==> src/sv/sot_pkg.sv <==
// ----------------------------------------------------------------------------
// Selection owner table package
// Field widths, command codes and the layout of one stored table entry.
// ----------------------------------------------------------------------------
package sot_pkg;

  localparam int unsigned CMD_W  = 2;
  localparam int unsigned ATOM_W = 29;
  localparam int unsigned TIME_W = 32;

  // Command codes carried on the command input. Code 3 has no meaning and
  // is treated as an unknown command wherever commands are decoded.
  typedef enum logic [CMD_W-1:0] {
    CMD_SET_OWNER = 2'd0,
    CMD_GET_OWNER = 2'd1,
    CMD_CONVERT   = 2'd2
  } cmd_e;

  // One table record as it is stored in the entry memory.
  typedef struct packed {
    logic [ATOM_W-1:0] key;
    logic [ATOM_W-1:0] owner;
    logic [TIME_W-1:0] stamp;
  } entry_t;

  localparam int unsigned ENTRY_W = $bits(entry_t);

endpackage

==> src/sv/sot_ram.sv <==
// ----------------------------------------------------------------------------
// Generic synchronous RAM
// One write port and one read port; the read data is registered.
// ----------------------------------------------------------------------------
module sot_ram #(
  parameter int unsigned WIDTH = 8,
  parameter int unsigned DEPTH = 16
) (
  input  logic                     clk_i,
  input  logic                     we_i,
  input  logic [$clog2(DEPTH)-1:0] waddr_i,
  input  logic [WIDTH-1:0]         wdata_i,
  input  logic [$clog2(DEPTH)-1:0] raddr_i,
  output logic [WIDTH-1:0]         rdata_o
);

  logic [WIDTH-1:0] mem_q [DEPTH];
  logic [WIDTH-1:0] rdata_q;

  always_ff @(posedge clk_i) begin
    if (we_i) begin
      mem_q[waddr_i] <= wdata_i;
    end
    rdata_q <= mem_q[raddr_i];
  end

  assign rdata_o = rdata_q;

endmodule

==> src/sv/selection_owner_table.sv <==
// Flow: an accepted transaction walks the stored entries one per cycle in the scan state,
//   stopping at the lowest matching index, or at the fill count on a miss; an empty table
//   or an unknown command skips the search. The result then waits in resolve until the
//   output register is free. A new transaction is taken only in idle, after the last one
//   has resolved, so the search has the single read port of the entry memory to itself.
// Reset: the fill count and all handshake state clear at once; no clearing pass is run.
// ----------------------------------------------------------------------------
// Selection owner table
// Keyed table of selection records (key atom, owner id, timestamp) held in one
// synchronous memory and searched linearly, followed by read-modify-write.
// ----------------------------------------------------------------------------
module selection_owner_table #(
  parameter int unsigned TABLE_ENTRIES = 16
) (
  input  logic                        clk_i,
  input  logic                        rst_ni,
  // Request channel.
  input  logic                        in_valid_i,
  output logic                        in_ready_o,
  input  logic [sot_pkg::CMD_W-1:0]   command_i,
  input  logic [sot_pkg::ATOM_W-1:0]  key_atom_i,
  input  logic [sot_pkg::ATOM_W-1:0]  owner_id_i,
  input  logic [sot_pkg::TIME_W-1:0]  request_time_i,
  input  logic [sot_pkg::ATOM_W-1:0]  target_atom_i,
  input  logic [sot_pkg::TIME_W-1:0]  now_i,
  // Result channel.
  output logic                        out_valid_o,
  input  logic                        out_ready_i,
  output logic [sot_pkg::ATOM_W-1:0]  owner_out_o,
  output logic                        hit_o,
  output logic                        status_o
);

  import sot_pkg::*;

  // Index width addresses the memory; the count width can also hold the
  // table size itself, which marks a full table.
  localparam int unsigned IDX_W = $clog2(TABLE_ENTRIES);
  localparam int unsigned CNT_W = $clog2(TABLE_ENTRIES + 1);

  typedef enum logic [1:0] {
    ST_IDLE,
    ST_SCAN,
    ST_RESOLVE
  } state_e;

  state_e            state_q;
  logic [CNT_W-1:0]  fill_q;      // number of allocated entries
  logic [IDX_W-1:0]  scan_idx_q;  // index whose read data arrives this cycle

  // The accepted transaction, held for the whole search.
  cmd_e              cmd_q;
  logic              cmd_known_q;
  logic [ATOM_W-1:0] key_q;
  logic [ATOM_W-1:0] owner_q;
  logic [TIME_W-1:0] rtime_q;
  logic [ATOM_W-1:0] target_q;
  logic [TIME_W-1:0] eff_time_q;

  // Outcome of the search: the matching index and the record found there.
  logic              hit_q;
  logic [IDX_W-1:0]  hit_idx_q;
  entry_t            hit_entry_q;

  // Output register that lets a new transaction in while a result waits.
  logic              out_valid_q;
  logic [ATOM_W-1:0] owner_out_q;
  logic              hit_out_q;
  logic              status_q;

  entry_t            rd_entry;
  entry_t            wr_entry;
  logic [IDX_W-1:0]  rd_addr;
  logic [IDX_W-1:0]  wr_addr;
  logic              wr_en;
  logic              scan_match;
  logic              scan_last;
  logic              out_free;
  logic              table_full;
  logic              do_alloc;
  logic [ATOM_W-1:0] res_owner;
  logic              res_status;

  assign in_ready_o = (state_q == ST_IDLE);
  assign out_free   = !out_valid_q || out_ready_i;
  assign table_full = (fill_q == CNT_W'(TABLE_ENTRIES));

  // The read address runs one entry ahead of the comparison: in idle it
  // points at entry 0 so that the first compare can start right after accept.
  always_comb begin
    case (state_q)
      ST_SCAN: rd_addr = scan_idx_q + IDX_W'(1);
      default: rd_addr = '0;
    endcase
  end

  assign scan_match = (rd_entry.key == key_q);
  assign scan_last  = (CNT_W'(scan_idx_q) + CNT_W'(1)) == fill_q;

  // Resolution of the command once the search is over. Only one memory write
  // is ever needed, and it happens in the same cycle the result is loaded.
  always_comb begin
    wr_en      = 1'b0;
    wr_addr    = hit_idx_q;
    wr_entry   = hit_entry_q;
    do_alloc   = 1'b0;
    res_owner  = '0;
    res_status = 1'b0;
    case (cmd_q)
      CMD_SET_OWNER: begin
        if (hit_q) begin
          // An existing owner is replaced only by a strictly newer request;
          // a zero request time never wins here.
          if (rtime_q > hit_entry_q.stamp) begin
            wr_en          = 1'b1;
            wr_entry.owner = owner_q;
            wr_entry.stamp = rtime_q;
          end
        end else if (!table_full) begin
          do_alloc       = 1'b1;
          wr_en          = 1'b1;
          wr_addr        = fill_q[IDX_W-1:0];
          wr_entry.key   = key_q;
          wr_entry.owner = owner_q;
          wr_entry.stamp = eff_time_q;
        end else begin
          res_status = 1'b1;
        end
      end
      CMD_GET_OWNER: begin
        if (hit_q) begin
          res_owner = hit_entry_q.owner;
        end
      end
      CMD_CONVERT: begin
        if (hit_q) begin
          wr_en          = 1'b1;
          wr_entry.key   = target_q;
          wr_entry.stamp = eff_time_q;
        end
      end
      default: begin
      end
    endcase
    if (!cmd_known_q) begin
      wr_en    = 1'b0;
      do_alloc = 1'b0;
    end
  end

  sot_ram #(
    .WIDTH (ENTRY_W),
    .DEPTH (TABLE_ENTRIES)
  ) u_entry_ram (
    .clk_i   (clk_i),
    .we_i    (wr_en && (state_q == ST_RESOLVE) && out_free),
    .waddr_i (wr_addr),
    .wdata_i (wr_entry),
    .raddr_i (rd_addr),
    .rdata_o (rd_entry)
  );

  always_ff @(posedge clk_i or negedge rst_ni) begin
    if (!rst_ni) begin
      state_q     <= ST_IDLE;
      fill_q      <= '0;
      scan_idx_q  <= '0;
      cmd_q       <= CMD_SET_OWNER;
      cmd_known_q <= 1'b0;
      key_q       <= '0;
      owner_q     <= '0;
      rtime_q     <= '0;
      target_q    <= '0;
      eff_time_q  <= '0;
      hit_q       <= 1'b0;
      hit_idx_q   <= '0;
      hit_entry_q <= '0;
      out_valid_q <= 1'b0;
      owner_out_q <= '0;
      hit_out_q   <= 1'b0;
      status_q    <= 1'b0;
    end else begin
      // In resolve a taken result is replaced by the new one below.
      if (out_valid_q && out_ready_i && (state_q != ST_RESOLVE)) begin
        out_valid_q <= 1'b0;
      end
      case (state_q)
        ST_IDLE: begin
          if (in_valid_i) begin
            cmd_q       <= cmd_e'(command_i);
            cmd_known_q <= (command_i == CMD_SET_OWNER) ||
                           (command_i == CMD_GET_OWNER) ||
                           (command_i == CMD_CONVERT);
            key_q       <= key_atom_i;
            owner_q     <= owner_id_i;
            rtime_q     <= request_time_i;
            target_q    <= target_atom_i;
            eff_time_q  <= (request_time_i == '0) ? now_i : request_time_i;
            hit_q       <= 1'b0;
            scan_idx_q  <= '0;
            // An empty table or an unknown command needs no search.
            if ((fill_q == '0) || !((command_i == CMD_SET_OWNER) ||
                                    (command_i == CMD_GET_OWNER) ||
                                    (command_i == CMD_CONVERT))) begin
              state_q <= ST_RESOLVE;
            end else begin
              state_q <= ST_SCAN;
            end
          end
        end
        ST_SCAN: begin
          if (scan_match) begin
            hit_q       <= 1'b1;
            hit_idx_q   <= scan_idx_q;
            hit_entry_q <= rd_entry;
            state_q     <= ST_RESOLVE;
          end else if (scan_last) begin
            state_q <= ST_RESOLVE;
          end else begin
            scan_idx_q <= scan_idx_q + IDX_W'(1);
          end
        end
        ST_RESOLVE: begin
          // Wait here until the output register can take the result, so the
          // memory write and the result always leave together.
          if (out_free) begin
            out_valid_q <= 1'b1;
            owner_out_q <= res_owner;
            hit_out_q   <= hit_q && cmd_known_q;
            status_q    <= res_status && cmd_known_q;
            if (do_alloc) begin
              fill_q <= fill_q + CNT_W'(1);
            end
            state_q <= ST_IDLE;
          end
        end
        default: begin
          state_q <= ST_IDLE;
        end
      endcase
    end
  end

  assign out_valid_o = out_valid_q;
  assign owner_out_o = owner_out_q;
  assign hit_o       = hit_out_q;
  assign status_o    = status_q;

  // The fill count never passes the table size.
  a_fill_bound: assert property (@(posedge clk_i) disable iff (!rst_ni)
    fill_q <= CNT_W'(TABLE_ENTRIES))
    else $error("fill count exceeds table size");

  // Entries are allocated one at a time: the fill count only steps by one.
  a_fill_step: assert property (@(posedge clk_i) disable iff (!rst_ni)
    (fill_q != $past(fill_q)) |-> (fill_q == $past(fill_q) + CNT_W'(1)))
    else $error("fill count jumped");

  // The search never compares an entry that has not been allocated.
  a_scan_in_range: assert property (@(posedge clk_i) disable iff (!rst_ni)
    (state_q == ST_SCAN) |-> (CNT_W'(scan_idx_q) < fill_q))
    else $error("search past allocated entries");

  // A full status is only reported for a miss, and an owner only for a hit.
  a_status_miss: assert property (@(posedge clk_i) disable iff (!rst_ni)
    (out_valid_o && status_o) |-> !hit_o)
    else $error("full status reported on a hit");

  a_owner_hit: assert property (@(posedge clk_i) disable iff (!rst_ni)
    (out_valid_o && (owner_out_o != '0)) |-> hit_o)
    else $error("owner reported without a hit");

endmodule

==> config.mk <==
export PLATFORM = sky130hd
export DESIGN_NAME = selection_owner_table
export DESIGN_NICKNAME = d
export VERILOG_FILES = /design/src/sv/sot_pkg.sv /design/src/sv/sot_ram.sv /design/src/sv/selection_owner_table.sv
export SDC_FILE = /design/constraint.sdc
export NUM_CORES = 2
export LEC_CHECK = 0
export BUFFER_PORTS_ARGS = -buffer_cell sky130_fd_sc_hd__buf_4
export CAP_MARGIN = 5
export CORE_MARGIN = 2
export CORE_UTILIZATION = 55
export CTS_BUF_LIST = sky130_fd_sc_hd__clkbuf_16
export DETAILED_ROUTE_END_ITERATION = 12
export PLACE_DENSITY = 0.75
export SYNTH_ARGS = -nofsm -noshare
export SYNTH_HDL_FRONTEND = slang
export SYNTH_SLANG_ARGS = --single-unit
==> constraint.sdc <==
create_clock -name clk_i -period 8.1 [get_ports clk_i]
set_clock_uncertainty 0.05 [all_clocks]
set_input_delay 0.405 -clock clk_i [delete_from_list [all_inputs] [get_ports clk_i]]
set_output_delay 0.405 -clock clk_i [all_outputs]
set_load 0.05 [all_outputs]
==> Flow_metrics.wiki <==
{| class="wikitable"
! Metric !! Value
|-
| Final critical-path required period || 5.26 ns
|-
| Fraction of final layout cells with drive strength greater than 1 || 15.0%
|-
| Unrepaired setup endpoints after global routing || false
|-
| Clock tree from TritonCTS || built
|-
| Post-DR vias/cell || 6.16
|-
| Total routing usage reported by global routing || 26.7%
|-
| Standard-cell row count || 133
|-
| Headroom to the max-slew limit || 12.0%
|-
| Final RePlAce weighted congestion || 0.873
|-
| Die span in y || 367 um
|-
| Kind of path behind the tightest hold check || in -> async
|-
| Total wire length || 181,000 um
|-
| Final cell count without fillers || 7,029
|-
| Synth area leaders || sky130_fd_sc_hd__edfxtp_1, sky130_fd_sc_hd__dfrtp_1, sky130_fd_sc_hd__mux2i_1
|-
| Clock-pin slew on the worst setup and hold paths || 0.06 ns
|-
| Routed WL per cell || 25.7 um
|-
| Static leakage || 30.4 nW
|-
| Sink count of the clock tree || 1,822
|-
| I/O pin count || 190
|-
| Resize count post-CTS || 0
|-
| H-tree levels || 4
|-
| Number of storage elements in the synthesis netlist || 1,822
|-
| Depth of the worst register-to-register path || 8
|-
| Layout-stage area growth over the synthesis result || 14.6%
|-
| Horizontal die dimension || 367 um
|-
| Average cell area after synthesis || 15.1 um2
|-
| Gate count of the mapped netlist || 4,811
|-
| Outcome || complete, no violations
|-
| Number of cells after detailed placement || 6,530
|-
| Number of hold violations in the final report || 0
|-
| Most common cell after layout, fill and taps aside || sky130_fd_sc_hd__edfxtp_1
|-
| Max Fanout on Critical Path || 32
|-
| CP Class || reg -> reg
|-
| Sequential area share after synthesis || 72.3%
|-
| Slew of the pin with the lowest slew margin || 1.32 ns
|-
| Setup crit end kind || flop
|-
| Worst endpoint data arrival time || 5.65 ns
|-
| Clock insertion delay at the later pin of the skew report || 0.82 ns
|-
| Post-synthesis cell type count || 66
|-
| Power density normalized to cell area || 323 mW/mm2
|-
| Via count of the first global-routing pass || 43,300
|-
| Pin count of the biggest net entering global routing || 192
|-
| Number of flops mapped to enable cells by yosys || 1,440
|-
| Critical R2R Capture || u_entry_ram.mem_q[15][12]$_DFFE_PP_
|-
| Remaining design rule violation count || 0
|-
| Startpoint of the most critical setup path || cmd_q[0]$_DFFE_PN0P_
|-
| Filler cells || 9,150
|-
| Timing endpoint of the critical path || u_entry_ram.mem_q[15][12]$_DFFE_PP_
|-
| Final clock period utilization by the worst path || 64.9%
|-
| First-pass GRT wire length || 270,000 um
|-
| Most common cell type on the critical path || sky130_fd_sc_hd__buf_4
|-
| Slowest cell on the critical path || sky130_fd_sc_hd__nand2_1
|-
| Total CTS buffers || 178
|-
| Worst path cell trace || clkinv_1 -> nand2_1 -> nor2_2 -> buf_4 -> nor2_4 -> buf_4 -> o22ai_1 -> nor3_2
|-
| Setup repair bufs after CTS || 0
|-
| Detailed placement HPWL || 96,600 um
|-
| Synth Flop Type || sky130_fd_sc_hd__edfxtp_1
|-
| Register-to-register setup slack || 2.84 ns
|-
| Top delay family on crit path || simple AND/OR/NAND/NOR gates
|-
| Max-capacitance violation count || 0
|-
| Proportion of synthesized flip-flops having asynchronous set or reset || 16.0%
|-
| WP buf/inv || 3
|-
| Post-synth top area cell || sky130_fd_sc_hd__edfxtp_1
|-
| WP depth || 8
|-
| Max-slew violation count || 0
|-
| Final net count || 5,310
|-
| Clock buffer depth || 3
|-
| Post-synth net total || 5,003
|-
| Maximum vdd drop || 0.000227 V
|-
| Critical Path RT || 8.49 ns
|-
| Detailed router's first-iteration violation count || 4,778
|-
| DRT Pass-1 Iters || 6
|-
| CTS Hold Buffers Added || 163
|-
| Timing-limited maximum frequency || 190 MHz
|-
| Die footprint || 0.135 mm2
|-
| Startpoint types || flop
|-
| Area of the core region || 0.131 mm2
|-
| Routed Antenna Nets || 0
|-
| Netlist area before placement || 0.0724 mm2
|-
| DR vias || 43,300
|-
| GR Overflow Total || 0
|-
| Synthesis warning total || 0
|-
| Leading cell types in the layout, fill and taps excluded || sky130_fd_sc_hd__edfxtp_1, sky130_fd_sc_hd__nand2_1, sky130_fd_sc_hd__mux2i_1
|-
| Crit path largest cell delay || 0.91 ns
|-
| Clk Tree Root Cell || sky130_fd_sc_hd__clkbuf_16
|-
| Buffers added on ports || 189
|-
| Fraction of post-synthesis cell area in the top cell type by area || 59.7%
|-
| Setup_tns || 0 ns
|-
| Final setup violating endpoints || 0
|-
| Starting density of the core || 55.2%
|-
| Antenna violations before repair || 4
|-
| Worst R2R Start || cmd_q[0]$_DFFE_PN0P_
|}
-- worst min-delay path by stage --
stage | start | to | slack [ns]
3_3_place_gp | rst_ni | owner_q[25]$_DFFE_PN0P_ | 0.38
4_1_cts | rst_ni | owner_q[25]$_DFFE_PN0P_ | 0.11
2_1_floorplan | rst_ni | cmd_known_q$_DFFE_PN0P_ | 0.06
5_1_grt | rst_ni | owner_out_o[20]$_DFFE_PN0P_ | 0.14
6_report | rst_ni | owner_out_o[20]$_DFFE_PN0P_ | 0.11
3_5_place_dp | u_entry_ram.rdata_o[31]$_DFF_P_ | hit_entry_q[31]$_DFFE_PN0P_ | 0.37
-- stage by stage --
step / setup slack, ns / instance area (um2) / util, % / total power, mW / hold slack [ns]
after floorplan: 1.55 / 72400 / - / 16.8 / 0.0594
after global routing: 2.66 / 83000 / 63.3 / 27.8 / 0.137
after CTS: 3.00 / 83000 / 63.3 / 26.8 / 0.111
after detailed placement: 3.02 / 75700 / 57.8 / 19.0 / 0.373
after global placement: 3.21 / 75700 / 57.8 / 18.8 / 0.380
final: 2.84 / 83000 / 63.3 / 26.8 / 0.113
-- registers in the layout, summed over array words and instances, names as in the netlist, 2 cells and up --
name and cells:
u_entry_ram.mem_q 1440, hit_entry_q 90, u_entry_ram.rdata_o 90, eff_time_q 32, rtime_q 32, key_q 29
owner_out_o 29, owner_q 29, target_q 29, fill_q 5, hit_idx_q 4, scan_idx_q 4
cmd_q 2, state_q 2
-- kinds of logic after synthesis --
family | after synthesis | synth area share, %
flip-flops | 1822 | 72.3
AO/OA/AOI/OAI | 834 | 8.01
multiplexers | 544 | 9.29
adder cells (fa/ha/maj) | 35 | 0.605
AND/OR/NAND/NOR | 1184 | 7.33
XOR/XNOR | 38 | 0.460
buffers and inverters | 354 | 2.00
-- synthesized netlist by cell type (all sizes together) (29+ instances only) --
cell	instances
nor2	36
a31oi	97
ha	35
a311oi	91
inv	41
mux2	93
a21oi	153
a211oi	271
clkbuf	231
nand2	851
edfxtp	1440
buf	79
o21ai	97
dfrtp	292
mux2i	361
mux4	90
nor2b	182
a22o	29
dfxtp	90
-- layout make-up --
class / count / area (um2) / area share [%]
Sequential cell: 1822 / 52400 / 63.1
Multi-Input combinational cell: 2635 / 18800 / 22.7
Clock buffer: 184 / 4600 / 5.55
Timing Repair Buffer: 437 / 3860 / 4.65
Tap cell: 1755 / 2200 / 2.65
Clock inverter: 151 / 970 / 1.17
Inverter: 44 / 165 / 0.199
Antenna cell: 1 / 2.50 / 0.00302
-- power breakdown --
| part | internal [mW] | total (mW) | switching (mW) | leakage (nW) |
|---|---|---|---|---|
| sequential | 12.0 | 12.7 | 0.697 | 17.8 |
| combinational | 2.12 | 6.29 | 4.17 | 9.70 |
| clock | 4.40 | 7.85 | 3.46 | 2.95 |
-- metal layers --
| metal | GRT usage, % | routed length [um] | vias up |
|---|---|---|---|
| met5 | 0 | 28 | - |
| met4 | 10.1 | 6610 | 4 |
| met2 | 42.5 | 86600 | 2056 |
| li1 | - | - | 18900 |
| met3 | 5.46 | 15400 | 369 |
| met1 | 36.7 | 72000 | 21900 |
No activity file was read; power rests on OpenSTA's default activity.
